==> src/hdl/xdr_pkg.sv <==
package xdr_pkg;

  localparam int unsigned PosW = 6;

  typedef logic [PosW-1:0] pos_t;

  // recogniser positions
  localparam pos_t POS_BEGIN    = 6'd0;
  localparam pos_t POS_PFX_LAST = 6'd4;
  localparam pos_t POS_PFX_WS   = 6'd5;
  localparam pos_t POS_DECL     = 6'd6;
  localparam pos_t POS_KW0      = 6'd7;
  localparam pos_t POS_KW1      = 6'd17;
  localparam pos_t POS_KW2      = 6'd28;
  localparam pos_t POS_CLOSE    = 6'd41;
  localparam pos_t POS_CLOSEQ   = 6'd42;
  localparam pos_t POS_END      = 6'd63;

  typedef logic [1:0] kw_t;
  localparam kw_t KW_VERSION    = 2'd0;
  localparam kw_t KW_ENCODING   = 2'd1;
  localparam kw_t KW_STANDALONE = 2'd2;

  typedef logic [1:0] kind_t;
  localparam kind_t KIND_DOC      = 2'd0;
  localparam kind_t KIND_VERSION  = 2'd1;
  localparam kind_t KIND_ENCODING = 2'd2;

  typedef logic [1:0] status_t;
  localparam status_t ST_SCAN   = 2'd0;
  localparam status_t ST_NODECL = 2'd1;
  localparam status_t ST_CLOSED = 2'd2;
  localparam status_t ST_BROKEN = 2'd3;

  localparam logic [7:0] CH_LT     = 8'h3C;
  localparam logic [7:0] CH_QMARK  = 8'h3F;
  localparam logic [7:0] CH_EQ     = 8'h3D;
  localparam logic [7:0] CH_DQUOTE = 8'h22;
  localparam logic [7:0] CH_SQUOTE = 8'h27;
  localparam logic [7:0] CH_Y      = 8'h79;
  localparam logic [7:0] CH_N      = 8'h6E;
  localparam logic [7:0] CH_GT     = 8'h3E;
  localparam logic [7:0] CH_TAB    = 8'h09;
  localparam logic [7:0] CH_LF     = 8'h0A;
  localparam logic [7:0] CH_CR     = 8'h0D;
  localparam logic [7:0] CH_SPACE  = 8'h20;
  localparam logic [7:0] CH_LOW_V  = 8'h76;
  localparam logic [7:0] CH_LOW_E  = 8'h65;
  localparam logic [7:0] CH_LOW_S  = 8'h73;

  // one accepted byte's results: put-back prefix bytes then the data byte
  typedef struct packed {
    logic       emit;
    logic [2:0] npb;
    logic [7:0] data;
    kind_t      kind;
    logic       sa;
    status_t    status;
  } burst_t;

  function automatic logic is_ws(input logic [7:0] c);
    return (c == CH_SPACE) || (c == CH_TAB) || (c == CH_CR) || (c == CH_LF);
  endfunction

  function automatic logic [7:0] prefix_char(input logic [2:0] idx);
    logic [7:0] r;
    unique case (idx)
      3'd0:    r = CH_LT;
      3'd1:    r = CH_QMARK;
      3'd2:    r = "x";
      3'd3:    r = "m";
      3'd4:    r = "l";
      default: r = CH_LT;
    endcase
    return r;
  endfunction

  function automatic pos_t kw_base(input kw_t kw);
    pos_t r;
    unique case (kw)
      KW_VERSION:  r = POS_KW0;
      KW_ENCODING: r = POS_KW1;
      default:     r = POS_KW2;
    endcase
    return r;
  endfunction

  function automatic logic [3:0] kw_len(input kw_t kw);
    logic [3:0] r;
    unique case (kw)
      KW_VERSION:  r = 4'd7;
      KW_ENCODING: r = 4'd8;
      default:     r = 4'd10;
    endcase
    return r;
  endfunction

  function automatic logic [7:0] kw_char(input kw_t kw, input logic [3:0] m);
    logic [7:0] r;
    r = 8'h00;
    unique case (kw)
      KW_VERSION: begin
        unique case (m)
          4'd0:    r = "v";
          4'd1:    r = "e";
          4'd2:    r = "r";
          4'd3:    r = "s";
          4'd4:    r = "i";
          4'd5:    r = "o";
          4'd6:    r = "n";
          default: r = 8'h00;
        endcase
      end
      KW_ENCODING: begin
        unique case (m)
          4'd0:    r = "e";
          4'd1:    r = "n";
          4'd2:    r = "c";
          4'd3:    r = "o";
          4'd4:    r = "d";
          4'd5:    r = "i";
          4'd6:    r = "n";
          4'd7:    r = "g";
          default: r = 8'h00;
        endcase
      end
      default: begin
        unique case (m)
          4'd0:    r = "s";
          4'd1:    r = "t";
          4'd2:    r = "a";
          4'd3:    r = "n";
          4'd4:    r = "d";
          4'd5:    r = "a";
          4'd6:    r = "l";
          4'd7:    r = "o";
          4'd8:    r = "n";
          4'd9:    r = "e";
          default: r = 8'h00;
        endcase
      end
    endcase
    return r;
  endfunction

endpackage

==> src/hdl/xdr_parser.sv <==
module xdr_parser (
  input  logic            clk,
  input  logic            rst_n,
  input  logic            accept,
  input  logic [7:0]      data,
  output xdr_pkg::burst_t burst
);

  xdr_pkg::pos_t    pos_r, pos_nxt;
  logic             flag_r, flag_nxt;
  xdr_pkg::status_t outc_r, outc_nxt;

  logic             emit;
  logic [2:0]       npb;
  xdr_pkg::kind_t   kind;

  xdr_pkg::kw_t     kw;
  xdr_pkg::pos_t    base;
  xdr_pkg::pos_t    off_w;
  logic [3:0]       len;
  logic [3:0]       off;
  logic [3:0]       m;
  logic [7:0]       quote_c;

  assign kw      = (pos_r < xdr_pkg::POS_KW1) ? xdr_pkg::KW_VERSION :
                   (pos_r < xdr_pkg::POS_KW2) ? xdr_pkg::KW_ENCODING :
                                                xdr_pkg::KW_STANDALONE;
  assign base    = xdr_pkg::kw_base(kw);
  assign len     = xdr_pkg::kw_len(kw);
  assign off_w   = pos_r - base;
  assign off     = off_w[3:0];
  assign m       = off + 4'd1;
  assign quote_c = (off == len + 4'd1) ? xdr_pkg::CH_DQUOTE : xdr_pkg::CH_SQUOTE;

  always_comb begin
    pos_nxt  = pos_r;
    flag_nxt = flag_r;
    outc_nxt = outc_r;
    emit     = 1'b0;
    npb      = 3'd0;
    kind     = xdr_pkg::KIND_DOC;
    priority if (pos_r == xdr_pkg::POS_BEGIN) begin
      if (data == xdr_pkg::CH_LT) begin
        pos_nxt = 6'd1;
      end else begin
        pos_nxt  = xdr_pkg::POS_END;
        outc_nxt = xdr_pkg::ST_NODECL;
        emit     = 1'b1;
      end
    end else if (pos_r <= xdr_pkg::POS_PFX_LAST) begin
      if (data == xdr_pkg::prefix_char(pos_r[2:0])) begin
        pos_nxt = pos_r + 6'd1;
      end else begin
        pos_nxt  = xdr_pkg::POS_END;
        outc_nxt = xdr_pkg::ST_NODECL;
        emit     = 1'b1;
        npb      = pos_r[2:0];
      end
    end else if (pos_r == xdr_pkg::POS_PFX_WS) begin
      if (xdr_pkg::is_ws(data)) begin
        pos_nxt = xdr_pkg::POS_DECL;
      end else begin
        pos_nxt  = xdr_pkg::POS_END;
        outc_nxt = xdr_pkg::ST_NODECL;
        emit     = 1'b1;
        npb      = 3'd5;
      end
    end else if (pos_r == xdr_pkg::POS_DECL) begin
      priority if (data == xdr_pkg::CH_QMARK) begin
        pos_nxt = xdr_pkg::POS_CLOSEQ;
      end else if (data == xdr_pkg::CH_LOW_V) begin
        pos_nxt = xdr_pkg::POS_KW0;
      end else if (data == xdr_pkg::CH_LOW_E) begin
        pos_nxt = xdr_pkg::POS_KW1;
      end else if (data == xdr_pkg::CH_LOW_S) begin
        pos_nxt = xdr_pkg::POS_KW2;
      end else if (!xdr_pkg::is_ws(data)) begin
        pos_nxt  = xdr_pkg::POS_END;
        outc_nxt = xdr_pkg::ST_BROKEN;
        emit     = 1'b1;
      end else begin
        pos_nxt = pos_r;
      end
    end else if (pos_r >= xdr_pkg::POS_KW0 && pos_r < xdr_pkg::POS_CLOSE) begin
      priority if (off < len) begin
        if (m < len) begin
          if (data == xdr_pkg::kw_char(kw, m)) begin
            pos_nxt = base + {2'b00, m};
          end else begin
            pos_nxt  = xdr_pkg::POS_END;
            outc_nxt = xdr_pkg::ST_BROKEN;
            emit     = 1'b1;
          end
        end else if (data == xdr_pkg::CH_EQ) begin
          pos_nxt = base + {2'b00, len};
        end else if (!xdr_pkg::is_ws(data)) begin
          pos_nxt  = xdr_pkg::POS_END;
          outc_nxt = xdr_pkg::ST_BROKEN;
          emit     = 1'b1;
        end
      end else if (off == len) begin
        priority if (data == xdr_pkg::CH_DQUOTE) begin
          pos_nxt = base + {2'b00, len} + 6'd1;
        end else if (data == xdr_pkg::CH_SQUOTE) begin
          pos_nxt = base + {2'b00, len} + 6'd2;
        end else if (!xdr_pkg::is_ws(data)) begin
          pos_nxt  = xdr_pkg::POS_END;
          outc_nxt = xdr_pkg::ST_BROKEN;
          emit     = 1'b1;
        end else begin
          pos_nxt = pos_r;
        end
      end else begin
        priority if (data == quote_c) begin
          pos_nxt = xdr_pkg::POS_DECL;
        end else if (kw == xdr_pkg::KW_STANDALONE) begin
          if (data == xdr_pkg::CH_Y) begin
            flag_nxt = 1'b1;
          end else if (data == xdr_pkg::CH_N) begin
            flag_nxt = 1'b0;
          end
        end else begin
          emit = 1'b1;
          kind = (kw == xdr_pkg::KW_VERSION) ? xdr_pkg::KIND_VERSION
                                             : xdr_pkg::KIND_ENCODING;
        end
      end
    end else if (pos_r == xdr_pkg::POS_CLOSE) begin
      pos_nxt  = xdr_pkg::POS_END;
      outc_nxt = xdr_pkg::ST_CLOSED;
      emit     = 1'b1;
    end else if (pos_r == xdr_pkg::POS_CLOSEQ) begin
      if (data == xdr_pkg::CH_GT) begin
        pos_nxt = xdr_pkg::POS_CLOSE;
      end else begin
        pos_nxt  = xdr_pkg::POS_END;
        outc_nxt = xdr_pkg::ST_BROKEN;
        emit     = 1'b1;
      end
    end else begin
      emit = 1'b1;
    end
  end

  assign burst.emit   = emit;
  assign burst.npb    = npb;
  assign burst.data   = data;
  assign burst.kind   = kind;
  assign burst.sa     = flag_r;
  assign burst.status = outc_nxt;

  always_ff @(posedge clk) begin
    if (!rst_n) begin
      pos_r  <= xdr_pkg::POS_BEGIN;
      flag_r <= 1'b0;
      outc_r <= xdr_pkg::ST_SCAN;
    end else if (accept) begin
      pos_r  <= pos_nxt;
      flag_r <= flag_nxt;
      outc_r <= outc_nxt;
    end
  end

endmodule

==> src/hdl/xdr_sequencer.sv <==
module xdr_sequencer (
  input  logic             clk,
  input  logic             rst_n,
  input  logic             accept,
  input  xdr_pkg::burst_t  burst,
  output logic             load_ok,
  output logic             out_valid,
  input  logic             out_stall,
  output logic [7:0]       out_byte,
  output xdr_pkg::kind_t   out_kind,
  output logic             out_standalone,
  output xdr_pkg::status_t out_decl_status,
  output logic             out_last
);

  logic            valid_r;
  logic [2:0]      idx_r;
  xdr_pkg::burst_t desc_r;
  logic            cur_last;

  assign cur_last = (idx_r == desc_r.npb);
  assign load_ok  = !valid_r || (cur_last && !out_stall);

  always_ff @(posedge clk) begin
    if (!rst_n) begin
      valid_r <= 1'b0;
      idx_r   <= 3'd0;
    end else if (accept) begin
      valid_r <= burst.emit;
      idx_r   <= 3'd0;
    end else if (valid_r && !out_stall) begin
      if (cur_last) begin
        valid_r <= 1'b0;
      end else begin
        idx_r <= idx_r + 3'd1;
      end
    end
  end

  always_ff @(posedge clk) begin
    if (accept && burst.emit) begin
      desc_r <= burst;
    end
  end

  // put-back prefix bytes first, the accepted byte on the final transfer
  assign out_valid       = valid_r;
  assign out_byte        = cur_last ? desc_r.data : xdr_pkg::prefix_char(idx_r);
  assign out_kind        = cur_last ? desc_r.kind : xdr_pkg::KIND_DOC;
  assign out_standalone  = desc_r.sa;
  assign out_decl_status = desc_r.status;
  assign out_last        = cur_last;

endmodule

==> src/hdl/xml_declaration_recognizer_unit.sv <==
// Recognises a leading "<?xml " declaration in a byte stream, tagging version and encoding
// value bytes and tracking the standalone flag; afterwards bytes pass straight through.
// One byte is taken per cycle while in_stall is low. Bytes absorbed by the declaration give
// no transfer; the byte that ends recognition after a partial prefix match gives one transfer
// per put-back prefix byte plus one, so in_stall is held while the result register drains
// that burst. The output stage lets the next byte in on the cycle the final transfer goes.
module xml_declaration_recognizer_unit (
  input  logic       clk,
  input  logic       rst_n,
  input  logic       in_valid,
  output logic       in_stall,
  input  logic [7:0] in_data_byte,
  output logic       out_valid,
  input  logic       out_stall,
  output logic [7:0] out_byte,
  output logic [1:0] out_kind,
  output logic       out_standalone,
  output logic [1:0] out_decl_status,
  output logic       out_last
);

  xdr_pkg::burst_t burst;
  logic            load_ok;
  logic            accept;

  assign in_stall = !load_ok;
  assign accept   = in_valid && load_ok;

  xdr_parser u_parser (
    .clk   (clk),
    .rst_n (rst_n),
    .accept(accept),
    .data  (in_data_byte),
    .burst (burst)
  );

  xdr_sequencer u_seq (
    .clk            (clk),
    .rst_n          (rst_n),
    .accept         (accept),
    .burst          (burst),
    .load_ok        (load_ok),
    .out_valid      (out_valid),
    .out_stall      (out_stall),
    .out_byte       (out_byte),
    .out_kind       (out_kind),
    .out_standalone (out_standalone),
    .out_decl_status(out_decl_status),
    .out_last       (out_last)
  );

endmodule

==> config.mk <==
export PLATFORM = sky130hd
export DESIGN_NAME = xml_declaration_recognizer_unit
export DESIGN_NICKNAME = d
export VERILOG_FILES = /design/src/hdl/xdr_pkg.sv /design/src/hdl/xdr_parser.sv /design/src/hdl/xdr_sequencer.sv /design/src/hdl/xml_declaration_recognizer_unit.sv
export SDC_FILE = /design/constraint.sdc
export NUM_CORES = 1
export LEC_CHECK = 0
export ABC_AREA = 1
export BUFFER_PORTS_ARGS = -buffer_cell sky130_fd_sc_hd__buf_4
export CAP_MARGIN = 5
export CORE_MARGIN = 2
export CORE_UTILIZATION = 38
export CTS_BUF_LIST = sky130_fd_sc_hd__clkbuf_4 sky130_fd_sc_hd__clkbuf_8 sky130_fd_sc_hd__clkbuf_16
export CTS_CLUSTER_SIZE = 8
export DETAILED_ROUTE_END_ITERATION = 10
export GPL_TIMING_DRIVEN = 0
export PLACE_DENSITY_LB_ADDON = 0.3
export SLEW_MARGIN = 40
export SYNTH_ARGS = -nofsm -noshare
export SYNTH_HDL_FRONTEND = slang
export SYNTH_SLANG_ARGS = --single-unit
==> constraint.sdc <==
create_clock -name clk -period 13.7 [get_ports clk]
set_input_delay 3.425 -clock clk [delete_from_list [all_inputs] [get_ports clk]]
set_output_delay 3.425 -clock clk [all_outputs]
set_load 0.01 [all_outputs]
==> After elaboration in Yosys (flattened, before gate mapping) <==
Memories as Yosys holds them, arrays and structs flattened.
Index checks and enable logic that the tools add are counted.
W data, S select, Z words.
{ "classes": {"add_sub_neg": 9, "magnitude_cmp": 7, "eq_ne": 42, "mux": 102, "n_bitwise": 10, "n_reduce_logical": 25} }
{ "op_table": {"columns": ["operator", "n"], "rows": [
  ["$mux W6", 23],
  ["$mux W8", 11],
  ["$eq A8 B6 Y1 const B", 7],
  ["$pmux W7 S4", 2],
  ["$mux W2", 27],
  ["$pmux W7 S7", 1],
  ["$eq A8 B7 Y1 const B", 5],
  ["$mux W1", 29],
  ["$eq A8 B4 Y1 const B", 3],
  ["$eq A8 B8 Y1", 3],
  ["$pmux W8 S2", 1],
  ["$mux W3", 5],
  ["$add A5 B4 Y6", 2],
  ["$add A6 B1 Y6 const B", 2],
  ["$eq A3 B2 Y1 const B", 4],
  ["$eq A4 B3 Y1 const B", 3],
  ["$eq A6 B3 Y1 const B", 2],
  ["$eq A6 B6 Y1 const B", 2],
  ["$lt A6 B5 Y1 const B", 2],
  ["$reduce_and A11 Y1", 1],
  ["$not A1 Y1", 10],
  ["$pmux W5 S2", 1],
  ["$reduce_or A9 Y1", 1],
  ["$add A4 B1 Y4 const B", 2],
  ["29 further kinds", 46]
]} }
{ "word_totals": {"register_bits": 29, "rom_bits": 144, "inputBits": 12, "mem_count": 2} }
{ "mem_list": {"columns": ["name", "words", "width", "read_ports", "rd_clocked_by_memory_dff", "write_ports", "line", "text"], "rows": [
  ["(name not given)", 16, 7, 1, 0, 0, "xdr_pkg.sv:128", "unique case (m)"],
  ["(name not given)", 8, 4, 1, 0, 0, "xdr_pkg.sv:115", "unique case (m)"]
]} }

==> Longest topological paths before layout <==
{ "depth": {"depth_word": 27, "ltp_mapped": 38} }

==> Modules after synthesis <==
Synthesis repeated with hierarchy kept, for this count alone.
{ "unflattened": {"cells_unflattened": 657, "area_unflattened_um2": 4025.1} }
{ "by_module_without_submodules": {"columns": ["module", "n_inst", "cells_per_inst", "area_per_inst_um2"], "rows": [
  ["xdr_parser", 1, 554, 3027.9],
  ["xdr_sequencer", 1, 100, 985.9],
  ["xml_declaration_recognizer_unit", 1, 3, 11.3]
]} }

==> Worst setup path before layout <==
OpenSTA, ideal clock, no wires.
{ "synth_timing": {"kind": "input to output", "startpoint": "in out_stall", "endpoint": "out in_stall", "t_arrival_ns": 3.771, "required_time_ns": 10.275, "slack_ns": 6.504, "cell_stages": 2, "n_path_buf": 0, "cell_sequence": "o21ai_0 > inv_1"} }
{ "synth_via": {"elab_chain_cells": 4} }
{ "synth_rtl": {"columns": ["item", "line", "text"], "rows": [
  ["from (decl)", "xml_declaration_recognizer_unit.sv:14", "input logic out_stall,"],
  ["$logic_not A1 Y1", "xdr_sequencer.sv:22", "assign load_ok = !valid_r || (cur_last && !out_stall);"],
  ["$logic_and A1 B1 Y1", "xdr_sequencer.sv:22", null],
  ["$logic_or A1 B1 Y1", "xdr_sequencer.sv:22", null],
  ["$logic_not A1 Y1", "xml_declaration_recognizer_unit.sv:26", "assign in_stall = !load_ok;"],
  ["to (decl)", "xml_declaration_recognizer_unit.sv:11", "output logic in_stall,"]
]} }
No other way between the ends.

==> Worst setup path after layout <==
Ends and elaborated chain as after synthesis.

==> metrics.yaml <==
logic_synthesis:
  synth-seq-cells: 29
  synthesis.nets: 628
  synth_area_um2: 3631
  synth_top_area_share_pct: 14.16
  avgSynthCellArea_um2: 6.217
  netlist_instances: 584
  yosysWarnings: 0
  synth_top_area_cell: "nand2_1"
  ys_seq_area_share_pct: 20.40
  ys_types: 46
  synth_flop_cell: "edfxtp_1"
  synth-edff-count: 16
  synth.area.top_cells: "nand2_1 14%, edfxtp_1 13%, ha_1 11%, inv_1 9.1%, nor2_1 7.6%"
  synth-async-reset-ratio_pct: 0
final_layout:
  layout-drive-gt1-share_pct: 10.99
  area_growth_pct: 13.23
  multi_input_area_um2: 2466
  seq_area_um2: 740.7
  fin_area_um2: 4111
  fillers: 963
  antenna_cells: 0
  fin_nets: 662
hold_path:
  min_path_cells: 0
  hp-class: "reg2reg"
clocking:
  numCtsBuffers: 5
  worstSkewPairLatency_ns: 0.29
  cts-root-buf: "clkbuf_8"
  cts_buffer_depth: 2
  post-cts-setup-buffers: 0
  cts.reportedPaths.clkPinSlew_ns: 0.06
  ctsHoldBuffers: 0
  cts.sinks: 29
  cts_max_level: 2
  cts_tree: "built"
  post_cts_resized: 0
timing:
  maxSlewHeadroom_pct: 53.94
  setup_tns_ns: 0
  setup_viol: 0
  clock_skew_ns: 0.006174
  worstMarginPinSlew_ns: 0.6884
  min_period_over_period_pct: 54.68
  rsz0062_at_grt: "false"
  drv_slew: 0
  fmax_ghz: 0.1335
  period_minus_slack_ns: 7.492
  hold_viol: 0
critical_path:
  cp-startpoint: "out_stall"
  worstSetupPathType: "in2out"
  worstPathRequired_ns: 10.27
  rr_endpoint: "u_seq.desc_r[15]$_SDFFCE_PP0P_"
  cp_max_fo: 3
  worstSetupStartpointType: "input port"
  worst_ep_arrival_time_ns: 4.07
  reg2reg_slack_ns: 7.91
  r2r-start: "u_parser.pos_r[0]$_SDFFE_PN0P_"
  rr_worst_depth: 27
  crit_path_end: "in_stall"
  critPathCaptureType: "primary output"
place:
  gp_congestion: 0.9984
  numPortBuffers: 27
  hpwl_um: 8441
  placed_area_um2: 4001
floorplan:
  die-width_um: 101.8
  ioPinCount: 28
  die_h_um: 101.8
  dieArea_um2: 10350
  core_um2: 9240
  start_util_pct: 39.30
  rows: 35
routing:
  vias: 3914
  vias_per_cell: 5.233
  wl_per_cell_um: 14.03
  drt_wl_total_um: 10500
  drtIter0Drc: 313
  drt.antenna.violating_nets: 0
  dr.pass1.iters: 5
  drc: 0
grt:
  antenna_found_initial: 0
  grt_overflow_total: 0
  grtUsageTotal_pct: 21.02
  grt_max_degree: 17
  grt_pass1_vias: 3691
  grt_pass1_wl_um: 17330
outcome:
  status: "completed"
flow_run:
  maxCapViolCount: 0
[kinds of logic after synthesis]
kind of cell,synth area share [%]
flip-flops,20.40
AO/OA/AOI/OAI,16.95
XOR/XNOR,2.412
AND/OR/NAND/NOR,37.15
buffers and inverters,11.85
adder cells (fa/ha/maj),11.23
[metrics by stage]
stage,setup slack [ns],std cells,hold slack (ns),util [%]
floorplan,6.504,584,0.4030,-
global placement,6.240,740,0.4201,43.24
detailed placement,6.218,740,0.4197,43.30
CTS,6.214,748,0.4406,44.50
global route,6.119,748,0.4533,44.50
finish,6.208,748,0.4375,44.50
[cell usage in the layout, fill, tap and decap left out, types with 4 or more instances in the layout]
cell type and count:
a21oi_1 33, a31oi_1 4, buf_4 29, clkbuf_1 5, clkbuf_8 5, dfxtp_1 13, edfxtp_1 16, ha_1 31
inv_1 88, inv_2 4, nand2_1 137, nand2_2 9, nand3_1 41, nand4_1 9, nor2_1 74, nor3_1 14
o2111ai_1 5, o21ai_0 35, xor2_1 7
[cells in the mapped netlist (4+ instances only)]
library cell and number:
a21oi_1 33, a31oi_1 4, clkbuf_1 5, dfxtp_1 13
edfxtp_1 16, ha_1 31, inv_1 88, inv_2 4
nand2_1 137, nand2_2 9, nand3_1 41, nand4_1 9
nor2_1 74, nor3_1 14, nor4_1 4, o2111ai_1 5
o21ai_0 35, xor2_1 7
[sequential cells by signal (all words and copies together) (netlist names)]
name                   flops
u_parser.flag_r            1
u_parser.outc_r            2
u_parser.pos_r             6
u_seq.desc_r              13
u_seq.idx_r                3
u_seq.out_decl_status      2
u_seq.out_standalone       1
u_seq.out_valid            1
[layer usage]
| layer | routed length [µm] | up-vias | GRT usage [%] | part of all wire, % |
|---|---|---|---|---|
| met5 | 0 | - | 0 | 0 |
| met1 | 4890 | 1784 | 27.25 | 47 |
| met2 | 4938 | 119 | 36.64 | 47 |
| met4 | 221 | 0 | 6.133 | 2.1 |
| li1 | - | 1990 | - | - |
| met3 | 446 | 21 | 2.346 | 4.2 |
[final cells by class]
| cell class | count | area share (%) |
|---|---|---|
| tap | 129 | 3.926 |
| timing repair buffer | 27 | 4.930 |
| clock buffer | 6 | 1.856 |
| clock inverter | 2 | 0.8217 |
| sequential | 29 | 18.02 |
| buffer | 12 | 1.887 |
| inverter | 94 | 8.582 |
| multi-input combinational | 449 | 59.98 |
[critical path, stage by stage]
cell and delay (ns):
buf_4 0.11, o21ai_0 0.31, inv_1 0.07, buf_4 0.15
[worst min-delay path by stage]
| stage | startpoint | to | slack [ns] |
|---|---|---|---|
| global route | u_parser.flag_r$_SDFFE_PN0P_ | u_seq.out_standalone$_DFFE_PP_ | 0.45 |
| CTS | u_parser.flag_r$_SDFFE_PN0P_ | u_seq.out_standalone$_DFFE_PP_ | 0.44 |
| finish | u_parser.flag_r$_SDFFE_PN0P_ | u_seq.out_standalone$_DFFE_PP_ | 0.44 |
| floorplan | u_parser.flag_r$_SDFFE_PN0P_ | u_seq.out_standalone$_DFFE_PP_ | 0.40 |
| global placement | u_parser.flag_r$_SDFFE_PN0P_ | u_seq.out_standalone$_DFFE_PP_ | 0.42 |
| detailed placement | u_parser.flag_r$_SDFFE_PN0P_ | u_seq.out_standalone$_DFFE_PP_ | 0.42 |
Power is not shown: default switching activity piles up to over one toggle a cycle in this logic, so the estimate is an artifact.
